<file path="src/hw/rtl/assert_macros.svh">
// Assertion macros shared by the RTL of the ID generator.
// Expects a clock named clk and an active-low reset named rst_n in scope.
// Define ASSERT_OFF to compile all checks away.
`ifndef ASSERT_MACROS_SVH
`define ASSERT_MACROS_SVH

`ifndef ASSERT_OFF

// Property must hold on every clock edge outside reset.
`define CHK_PROP(lbl, prop) \
  lbl: assert property (@(posedge clk) disable iff (!rst_n) (prop)) \
    else $error("property check failed");

// Expression must never be true outside reset.
`define CHK_NEVER(lbl, expr) \
  lbl: assert property (@(posedge clk) disable iff (!rst_n) !(expr)) \
    else $error("forbidden condition seen");

`else

`define CHK_PROP(lbl, prop)
`define CHK_NEVER(lbl, expr)

`endif

`endif

</file>
<file path="src/hw/rtl/uidg_pkg.sv">
// Package for the unique ID generator: payload structs, register map,
// status codes and reset values. Used by unique_id_generator_drift_core.
package uidg_pkg;

  localparam int unsigned TIME_W    = 42;
  localparam int unsigned ID_W      = 64;
  localparam int unsigned SEQ_W     = 22;
  localparam int unsigned OCC_W     = 17;
  localparam int unsigned TBIDX_W   = 3;
  localparam int unsigned WORKER_W  = 20;
  localparam int unsigned FBITS_W   = 5;
  localparam int unsigned SEQCFG_W  = 21;
  localparam int unsigned TOPOC_W   = 16;
  localparam int unsigned LIMIT_W   = 32;
  localparam int unsigned PADDR_W   = 6;
  localparam int unsigned PDATA_W   = 64;

  typedef enum logic [2:0] {
    REG_DRIFT_MODE    = 3'd0,
    REG_BASE_TIME     = 3'd1,
    REG_WORKER_ID     = 3'd2,
    REG_WORKER_BITS   = 3'd3,
    REG_SEQ_BITS      = 3'd4,
    REG_MAX_SEQ       = 3'd5,
    REG_MIN_SEQ       = 3'd6,
    REG_TOP_OVER_COST = 3'd7
  } uidg_reg_t;

  localparam logic MODE_CLOCK   = 1'b0;
  localparam logic MODE_REQUEST = 1'b1;

  localparam logic STATUS_OK   = 1'b0;
  localparam logic STATUS_BUSY = 1'b1;

  localparam logic [TBIDX_W-1:0] TB_IDX_MAX = 3'd4;
  localparam logic [TBIDX_W-1:0] TB_IDX_MIN = 3'd1;

  localparam logic                RST_DRIFT_MODE    = 1'b1;
  localparam logic [TIME_W-1:0]   RST_BASE_TIME     = 42'd1582136402000;
  localparam logic [WORKER_W-1:0] RST_WORKER_ID     = '0;
  localparam logic [FBITS_W-1:0]  RST_WORKER_BITS   = 5'd6;
  localparam logic [FBITS_W-1:0]  RST_SEQ_BITS      = 5'd6;
  localparam logic [SEQCFG_W-1:0] RST_MAX_SEQ       = '0;
  localparam logic [SEQCFG_W-1:0] RST_MIN_SEQ       = 21'd5;
  localparam logic [TOPOC_W-1:0]  RST_TOP_OVER_COST = 16'd2000;

  typedef struct packed {
    logic              mode;
    logic [TIME_W-1:0] now_ms;
  } uidg_in_t;

  typedef struct packed {
    logic [ID_W-1:0] id_value;
    logic            status;
  } uidg_out_t;

endpackage

</file>
<file path="src/hw/rtl/unique_id_generator_drift_core.sv">
// An accepted input is held in the input register; when the result register is free or
// being taken, the state update and ID assembly load the result register from it.
// Throughput: one item per cycle while out_ready is high; state update, 64-bit
// shift and add sit in one stage. Reset (rst_n, synchronous) loads register
// defaults and resets generator state; in_ready is high as soon as reset is released.
// Depends on uidg_pkg and assert_macros.svh.
`include "assert_macros.svh"

module unique_id_generator_drift_core (
  input  logic                             clk,
  input  logic                             rst_n,
  input  logic                             in_valid,
  output logic                             in_ready,
  input  uidg_pkg::uidg_in_t               in_data,
  output logic                             out_valid,
  input  logic                             out_ready,
  output uidg_pkg::uidg_out_t              out_data,
  input  logic                             psel,
  input  logic                             penable,
  input  logic                             pwrite,
  input  logic [uidg_pkg::PADDR_W-1:0]     paddr,
  input  logic [uidg_pkg::PDATA_W-1:0]     pwdata,
  output logic [uidg_pkg::PDATA_W-1:0]     prdata,
  output logic                             pready
);
  import uidg_pkg::*;

  // configuration registers
  logic                drift_mode_r;
  logic [TIME_W-1:0]   base_time_r;
  logic [WORKER_W-1:0] worker_id_r;
  logic [FBITS_W-1:0]  worker_bits_r;
  logic [FBITS_W-1:0]  seq_bits_r;
  logic [SEQCFG_W-1:0] max_seq_r;
  logic [SEQCFG_W-1:0] min_seq_r;
  logic [TOPOC_W-1:0]  top_oc_r;

  // input stage
  logic                stg_valid_r, stg_valid_nxt;
  logic                stg_mode_r;
  logic [TIME_W-1:0]   stg_tick_r;
  logic [TIME_W-1:0]   in_tick;

  // generator state
  logic [ID_W-1:0]     last_tick_r, last_tick_nxt;
  logic [SEQ_W-1:0]    seq_r, seq_nxt;
  logic                ocf_r, ocf_nxt;
  logic [OCC_W-1:0]    occ_r, occ_nxt;
  logic [ID_W-1:0]     tb_tick_r, tb_tick_nxt;
  logic [TBIDX_W-1:0]  tb_idx_r, tb_idx_nxt;
  logic                pend_r, pend_nxt;

  // result register
  logic                out_valid_r, out_valid_nxt;
  uidg_out_t           out_data_r, out_data_nxt;

  logic                proc_go;
  logic                res_make;
  logic                res_busy;
  logic                fmt_classic;
  logic [ID_W-1:0]     id_tick;
  logic [SEQ_W-1:0]    id_low;
  logic [ID_W-1:0]     tick64;
  logic [ID_W-1:0]     last_inc;
  logic [SEQ_W-1:0]    seq_inc;
  logic [SEQ_W-1:0]    min_ext;
  logic [SEQ_W-1:0]    min_inc;
  logic [LIMIT_W-1:0]  seq_limit;
  logic [ID_W-1:0]     tb_cur;
  logic [TBIDX_W-1:0]  idx_inc;
  logic [TBIDX_W-1:0]  idx_cur;
  logic [5:0]          tick_sh;
  logic [ID_W-1:0]     tick_part;
  logic [ID_W-1:0]     worker_part;
  logic [ID_W-1:0]     low_part;
  logic                cfg_wr;
  uidg_reg_t           cfg_idx;
  logic                out_busy;

  // ---------------- configuration port ----------------
  assign pready  = 1'b1;
  assign cfg_wr  = psel && penable && pwrite;
  assign cfg_idx = uidg_reg_t'(paddr[PADDR_W-1:3]);

  always_ff @(posedge clk) begin
    if (!rst_n) begin
      drift_mode_r  <= RST_DRIFT_MODE;
      base_time_r   <= RST_BASE_TIME;
      worker_id_r   <= RST_WORKER_ID;
      worker_bits_r <= RST_WORKER_BITS;
      seq_bits_r    <= RST_SEQ_BITS;
      max_seq_r     <= RST_MAX_SEQ;
      min_seq_r     <= RST_MIN_SEQ;
      top_oc_r      <= RST_TOP_OVER_COST;
    end else if (cfg_wr) begin
      unique case (cfg_idx)
        REG_DRIFT_MODE:    drift_mode_r  <= pwdata[0];
        REG_BASE_TIME:     base_time_r   <= pwdata[TIME_W-1:0];
        REG_WORKER_ID:     worker_id_r   <= pwdata[WORKER_W-1:0];
        REG_WORKER_BITS:   worker_bits_r <= pwdata[FBITS_W-1:0];
        REG_SEQ_BITS:      seq_bits_r    <= pwdata[FBITS_W-1:0];
        REG_MAX_SEQ:       max_seq_r     <= pwdata[SEQCFG_W-1:0];
        REG_MIN_SEQ:       min_seq_r     <= pwdata[SEQCFG_W-1:0];
        REG_TOP_OVER_COST: top_oc_r      <= pwdata[TOPOC_W-1:0];
        default: ;
      endcase
    end
  end

  always_comb begin
    unique case (cfg_idx)
      REG_DRIFT_MODE:    prdata = {{(PDATA_W-1){1'b0}}, drift_mode_r};
      REG_BASE_TIME:     prdata = {{(PDATA_W-TIME_W){1'b0}}, base_time_r};
      REG_WORKER_ID:     prdata = {{(PDATA_W-WORKER_W){1'b0}}, worker_id_r};
      REG_WORKER_BITS:   prdata = {{(PDATA_W-FBITS_W){1'b0}}, worker_bits_r};
      REG_SEQ_BITS:      prdata = {{(PDATA_W-FBITS_W){1'b0}}, seq_bits_r};
      REG_MAX_SEQ:       prdata = {{(PDATA_W-SEQCFG_W){1'b0}}, max_seq_r};
      REG_MIN_SEQ:       prdata = {{(PDATA_W-SEQCFG_W){1'b0}}, min_seq_r};
      REG_TOP_OVER_COST: prdata = {{(PDATA_W-TOPOC_W){1'b0}}, top_oc_r};
      default:           prdata = '0;
    endcase
  end

  // ---------------- input stage ----------------
  // tick = now - base, clamped at zero; taken at the input transfer
  assign in_tick  = (in_data.now_ms > base_time_r) ? (in_data.now_ms - base_time_r) : '0;
  assign proc_go  = stg_valid_r && (!out_valid_r || out_ready);
  assign in_ready = !stg_valid_r || proc_go;

  always_comb begin
    stg_valid_nxt = stg_valid_r;
    if (proc_go) begin
      stg_valid_nxt = 1'b0;
    end
    if (in_valid && in_ready) begin
      stg_valid_nxt = 1'b1;
    end
  end

  always_ff @(posedge clk) begin
    if (!rst_n) begin
      stg_valid_r <= 1'b0;
    end else begin
      stg_valid_r <= stg_valid_nxt;
    end
  end

  always_ff @(posedge clk) begin
    if (in_valid && in_ready) begin
      stg_mode_r <= in_data.mode;
      stg_tick_r <= in_tick;
    end
  end

  // ---------------- generator update ----------------
  assign tick64    = {{(ID_W-TIME_W){1'b0}}, stg_tick_r};
  assign last_inc  = last_tick_r + 64'd1;
  assign seq_inc   = seq_r + 22'd1;
  assign min_ext   = {1'b0, min_seq_r};
  assign min_inc   = min_ext + 22'd1;
  assign seq_limit = (max_seq_r != '0) ? {{(LIMIT_W-SEQCFG_W){1'b0}}, max_seq_r}
                                       : ((32'd1 << seq_bits_r) - 32'd1);
  // turnback: a fresh episode starts one tick below last_tick, index cycles 1..4
  assign tb_cur  = (tb_tick_r == '0) ? (last_tick_r - 64'd1) : tb_tick_r;
  assign idx_inc = tb_idx_r + 3'd1;
  assign idx_cur = (tb_tick_r != '0) ? tb_idx_r :
                   (idx_inc > TB_IDX_MAX) ? TB_IDX_MIN : idx_inc;

  always_comb begin
    last_tick_nxt = last_tick_r;
    seq_nxt       = seq_r;
    ocf_nxt       = ocf_r;
    occ_nxt       = occ_r;
    tb_tick_nxt   = tb_tick_r;
    tb_idx_nxt    = tb_idx_r;
    pend_nxt      = pend_r;
    res_make      = 1'b0;
    res_busy      = 1'b0;
    fmt_classic   = 1'b0;
    id_tick       = last_tick_r;
    id_low        = seq_r;
    if (proc_go) begin
      if (stg_mode_r == MODE_CLOCK) begin
        if (pend_r && (tick64 > last_tick_r)) begin
          pend_nxt      = 1'b0;
          last_tick_nxt = tick64;
          res_make      = 1'b1;
          id_tick       = tick64;
          id_low        = min_ext;
          if (drift_mode_r) begin
            ocf_nxt = 1'b0;
            occ_nxt = '0;
            seq_nxt = min_inc;
          end else begin
            seq_nxt     = min_ext;
            fmt_classic = 1'b1;
          end
        end
      end else if (pend_r) begin
        res_make = 1'b1;
        res_busy = 1'b1;
      end else if (drift_mode_r) begin
        if (ocf_r) begin
          if (tick64 > last_tick_r) begin
            last_tick_nxt = tick64;
            ocf_nxt       = 1'b0;
            occ_nxt       = '0;
            res_make      = 1'b1;
            id_tick       = tick64;
            id_low        = min_ext;
            seq_nxt       = min_inc;
          end else if (occ_r > {1'b0, top_oc_r}) begin
            pend_nxt = 1'b1;
          end else if ({10'd0, seq_r} > seq_limit) begin
            last_tick_nxt = last_inc;
            occ_nxt       = occ_r + 17'd1;
            res_make      = 1'b1;
            id_tick       = last_inc;
            id_low        = min_ext;
            seq_nxt       = min_inc;
          end else begin
            res_make = 1'b1;
            seq_nxt  = seq_inc;
          end
        end else begin
          res_make = 1'b1;
          if (tick64 < last_tick_r) begin
            id_tick     = tb_cur;
            id_low      = {{(SEQ_W-TBIDX_W){1'b0}}, idx_cur};
            tb_tick_nxt = tb_cur - 64'd1;
            tb_idx_nxt  = idx_cur;
          end else begin
            tb_tick_nxt = '0;
            if (tick64 > last_tick_r) begin
              last_tick_nxt = tick64;
              id_tick       = tick64;
              id_low        = min_ext;
              seq_nxt       = min_inc;
            end else if ({10'd0, seq_r} > seq_limit) begin
              last_tick_nxt = last_inc;
              ocf_nxt       = 1'b1;
              occ_nxt       = 17'd1;
              id_tick       = last_inc;
              id_low        = min_ext;
              seq_nxt       = min_inc;
            end else begin
              seq_nxt = seq_inc;
            end
          end
        end
      end else begin
        // classic: sequence runs within a tick, restarts on a new one
        last_tick_nxt = tick64;
        fmt_classic   = 1'b1;
        id_tick       = tick64;
        if (last_tick_r == tick64) begin
          if ({10'd0, seq_inc} > seq_limit) begin
            seq_nxt  = min_ext;
            pend_nxt = 1'b1;
          end else begin
            seq_nxt  = seq_inc;
            res_make = 1'b1;
            id_low   = seq_inc;
          end
        end else begin
          seq_nxt  = min_ext;
          res_make = 1'b1;
          id_low   = min_ext;
        end
      end
    end
  end

  // ---------------- ID assembly ----------------
  assign tick_sh     = {1'b0, worker_bits_r} + {1'b0, seq_bits_r};
  assign tick_part   = id_tick << tick_sh;
  assign worker_part = {{(ID_W-WORKER_W){1'b0}}, worker_id_r} << seq_bits_r;
  assign low_part    = {{(ID_W-SEQ_W){1'b0}}, id_low};

  always_comb begin
    out_valid_nxt = out_valid_r;
    out_data_nxt  = out_data_r;
    if (proc_go) begin
      out_valid_nxt = res_make;
      if (res_busy) begin
        out_data_nxt.id_value = '0;
        out_data_nxt.status   = STATUS_BUSY;
      end else begin
        out_data_nxt.id_value = fmt_classic ? (tick_part | worker_part | low_part)
                                            : (tick_part + worker_part + low_part);
        out_data_nxt.status   = STATUS_OK;
      end
    end else if (out_ready) begin
      out_valid_nxt = 1'b0;
    end
  end

  always_ff @(posedge clk) begin
    if (!rst_n) begin
      last_tick_r <= '0;
      seq_r       <= {1'b0, RST_MIN_SEQ};
      ocf_r       <= 1'b0;
      occ_r       <= '0;
      tb_tick_r   <= '0;
      tb_idx_r    <= '0;
      pend_r      <= 1'b0;
      out_valid_r <= 1'b0;
    end else begin
      last_tick_r <= last_tick_nxt;
      seq_r       <= seq_nxt;
      ocf_r       <= ocf_nxt;
      occ_r       <= occ_nxt;
      tb_tick_r   <= tb_tick_nxt;
      tb_idx_r    <= tb_idx_nxt;
      pend_r      <= pend_nxt;
      out_valid_r <= out_valid_nxt;
    end
  end

  always_ff @(posedge clk) begin
    out_data_r <= out_data_nxt;
  end

  assign out_valid = out_valid_r;
  assign out_data  = out_data_r;

  // ---------------- checks ----------------
  assign out_busy = out_valid_r && (out_data_r.status == STATUS_BUSY);

  `CHK_PROP(a_busy_zero_id, out_busy |-> (out_data_r.id_value == '0))
  `CHK_NEVER(a_tb_idx_range, tb_idx_r > TB_IDX_MAX)
  `CHK_PROP(a_occ_needs_flag, !ocf_r |-> (occ_r == '0))
  `CHK_PROP(a_pend_no_result, $rose(pend_r) |-> ($past(proc_go) && !$past(res_make)))

endmodule

</file>
<file path="config.mk">
export PLATFORM = sky130hd
export DESIGN_NAME = unique_id_generator_drift_core
export DESIGN_NICKNAME = d
export VERILOG_FILES = /design/src/hw/rtl/uidg_pkg.sv /design/src/hw/rtl/unique_id_generator_drift_core.sv
export VERILOG_INCLUDE_DIRS = /design/src /design/src/hw/rtl
export SDC_FILE = /design/constraint.sdc
export NUM_CORES = 2
export LEC_CHECK = 0
export BUFFER_PORTS_ARGS = -buffer_cell sky130_fd_sc_hd__buf_2
export CAP_MARGIN = 15
export CORE_MARGIN = 1.5
export CORE_UTILIZATION = 25
export CTS_BUF_LIST = sky130_fd_sc_hd__clkbuf_2 sky130_fd_sc_hd__clkbuf_4 sky130_fd_sc_hd__clkbuf_8
export DETAILED_ROUTE_END_ITERATION = 7
export PLACE_DENSITY = 0.5
export SLEW_MARGIN = 25
export SYNTH_ARGS = -nofsm -noshare
export SYNTH_HDL_FRONTEND = slang
export SYNTH_SLANG_ARGS = --single-unit
</file>
<file path="constraint.sdc">
create_clock -name clk -period 12.4 [get_ports clk]
set_clock_uncertainty 0.05 [all_clocks]
set_input_delay 0 -clock clk [delete_from_list [all_inputs] [get_ports clk]]
set_output_delay 0 -clock clk [all_outputs]
set_load 0.005 [all_outputs]
</file>
==> metrics.txt <==
fraction of layout instances using a drive strength above 1=15.52%; initial drt markers=approximately 8,200; # Max-Cap Violations=0; Placed Area=53,410 um2; Ports=252; utilization after layout=30.45%; power per cell area=between 100 and 150 nW/um2; post-synth cell types=between 100 and 150; CTS tree=done; leakage power=22.25 nW; hold path endpoint=min_seq_r[4]; largest net degree at the start of global routing=around 130; worst-path fanout max=13; first-pass GRT wire length=404.2 mm; fmax=84.81 MHz; HPWL Detailed=220.3 mm; final setup violation count=0; mapped cell area=roughly 47,000 um2; GRT overflow=0; cell count after synthesis=roughly 6,600; RePlAce Congestion=around 1.0; met3 wire length=between 20 and 30 mm; die area=between 150,000 and 200,000 um2; TritonCTS Buffers=87; DIE WIDTH=approximately 440 um; core box area=between 150,000 and 200,000 um2; flop-to-flop setup slack=about 0.6 ns; Synth top cells by count=nand2_1 (750), nor2_1 (730), a21oi_1 (552); Final Hold Fails=0; M1 WL=114.9 mm; met2 WL post-DR=123.7 mm; input/output buffers=203; highest routed layer=met5; drt via density=~6; Crit. End Element=flip-flop; initial cell density of the core=between 20% and 30%; critical path's slowest cell=nor4_2; Worst EP required=between 10 and 15 ns; WL per Instance=approximately 30 um; vias after detailed routing=just under 60,000; R2R depth=48; failing checks=design-rule violations; setup TNS=0 ns; max_slew headroom=between 20% and 30%; mean area per synthesized cell=around 7 um2; post-synthesis sequential area ratio=between 10% and 20%; clk buf depth=3; Logic pwr share=between 40% and 50%; vias in the first global route=54,120; yosys warns=0; area share of the largest cell type after synthesis=about 13%; # clock sinks=413; Slew @ Worst Pin=1.154 ns; clock group share of total power=approximately 27%; Hold WC Path Type=primary input to flip-flop; die height=between 400 and 500 um; Max VDD drop=between 0.1 and 0.15 mV; internal power=3.386 mW; period utilization=95.09%; CTS root buf=clkbuf_8; area growth from synthesis to layout=20.87%; GRT Util Overall=28.90%; hold_sp=pwdata[4]; top-count cell post-synth=nand2_1; Post-route DRC=3; leading area contributor after synthesis=dfxtp_1; Final nets=~7,500; Clk pin slew, worst setup/hold paths=around 0.070 ns; Async S/R FF share, synth=0%; r2r startpoint=seq_bits_r[3]; antenna-violating nets left=0; RR Endpoint=out_data[57]; flops & latches, synth=413; First-pass DRT Iterations=8; Area contributors post-synth=dfxtp_1 (13%), ha_1 (6.9%), edfxtp_1 (6.8%); startpoint types=flip-flop; Most common cell on crit path=a21oi_1; Final Slew Violations=0; CTS H-tree lvls=3; sequential power share=between 20% and 30%; RSZ-0062 raised after global routing=no; Final min period=~12 ns; predominant post-synthesis flop cell=dfxtp_1; Final Cell Area=between 50,000 and 60,000 um2; Worst path max stage delay=0.92 ns; initial antenna violation count=11; Worst Hold Depth=4; status=finished, violations left; DRT Wirelength=about 290 mm; CP arrival=around 12 ns; Switch Pwr=just under 3 mW; CP Class=flip-flop to flip-flop; Post-synth EDFFs=about 110; switching power share of the total=a little under half; Clock Latency Late Sink=roughly 0.9 ns; # rows=~160
-- cell type report --
cell class              count  area [um2]
multi-input cells        5422       35220
diodes                      8       20.02
repair buffers            863        6500
clock buffers             114        1475
fillers                 20540      130800
inverters                 289        1095
clock inverters            44       444.2
well taps                2495        3122
flip-flops and latches    413        9360
-- worst max path at each step --
stage | startpoint | end | slack [ns] | cells past startpoint
5_1_grt | seq_bits_r[3] | out_data[64] | 0.04 | 47
3_3_place_gp | seq_bits_r[3] | out_data[60] | 0.77 | 46
4_1_cts | seq_bits_r[3] | out_data[64] | 0.71 | 45
2_1_floorplan | seq_bits_r[0] | out_data[60] | 2.02 | 49
6_report | seq_bits_r[3] | out_data[57] | 0.61 | 48
3_5_place_dp | seq_bits_r[3] | out_data[60] | 0.73 | 46
-- registers in the layout, summed over array words and instances (netlist names), 16 cells and up --
| register | flops |
|---|---|
| stg_tick_r | 42 |
| out_data | 65 |
| base_time_r | 42 |
| tb_tick_r | 64 |
| last_tick_r | 64 |
| seq_r | 22 |
| min_seq_r | 21 |
| max_seq_r | 21 |
| worker_id_r | 20 |
| top_oc_r | 16 |
| occ_r | 17 |
-- routing by layer --
layer	vias to the layer above	track usage, %
li1	25430	-
met1	27910	36.71
met2	3537	44.21
met3	860	6.730
met4	2	17.48
met5	-	0
-- per-stage QoR --
step / setup WS (ns) / hold slack [ns] / total power [mW] / cells
2_1_floorplan: 2.023 / 0.04887 / 3.233 / 6638
3_3_place_gp: 0.7673 / 0.1772 / 4.424 / 9298
3_5_place_dp: 0.7333 / 0.1777 / 4.437 / 9298
4_1_cts: 0.7141 / 0.004632 / 6.218 / 9638
5_1_grt: 0.03598 / 0.04641 / 6.542 / 9642
6_report: 0.6091 / 0.01905 / 6.320 / 9648
-- power by group through the flow --
| stage | registers, mW | logic, mW | clock network (mW) |
|---|---|---|---|
| global route | 1.55 | 3.19 | 1.80 |
| finish | 1.55 | 3.05 | 1.72 |
| CTS | 1.54 | 2.93 | 1.75 |
| floorplan | 1.51 | 1.72 | 0 |
| global placement | 1.57 | 2.86 | 0 |
| detailed placement | 1.57 | 2.87 | 0 |
-- worst max-delay path, delay by kind of cell, from the launching register on --
kind / cells / cell delay, ns
compound gates: 20 / 3.67
buf+inv: 5 / 0.87
simple gates: 15 / 3.98
fa+ha+maj: 4 / 1.40
flops: 1 / 0.32
mux: 4 / 1.22
-- repair_timing --
| action | 4_1_cts | 5_1_grt |
|---|---|---|
| gates resized for setup | 0 | 1 |
| hold endpoints to repair | 190 | 0 |
| setup endpoints to repair | 0 | 8 |
| setup buffers | 0 | 1 |
| hold buffers | 182 | 0 |
-- cells by family after synthesis --
logic type / share of synthesized area (%)
multiplexers: 5.181
AND/OR/NAND/NOR: 25.86
XOR/XNOR: 5.216
flip-flops: 19.74
other: 0.01586
AO/OA/AOI/OAI: 29.24
buffers and inverters: 6.711
adder cells (fa/ha/maj): 8.027
-- placed cells by master (no fill, tap or decap), types with 39 or more instances in the layout --
cell	netlist	final
nor3_1	192	185
and3_1	84	84
a211oi_1	88	88
xnor2_1	201	197
o211ai_1	107	107
xor2_1	81	79
nand2_1	750	747
nor2_1	730	723
a221oi_1	51	51
nor4_1	106	102
o22ai_1	70	70
nand3_1	223	222
o21ai_0	366	363
o21a_1	53	53
or2_2	39	39
dlygate4sd3_1	0	182
buf_4	28	472
a31oi_1	70	67
a21o_1	94	94
or3_1	58	58
a22oi_1	105	105
nand4_1	128	128
clkbuf_8	0	99
ha_1	263	262
o31ai_1	40	39
a21oi_1	552	549
nand2b_1	45	44
mux2_2	54	54
inv_1	276	273
mux2i_1	102	102
dfxtp_1	305	298
edfxtp_1	108	108
buf_2	41	203
No activity file was read; power rests on OpenSTA's default activity.
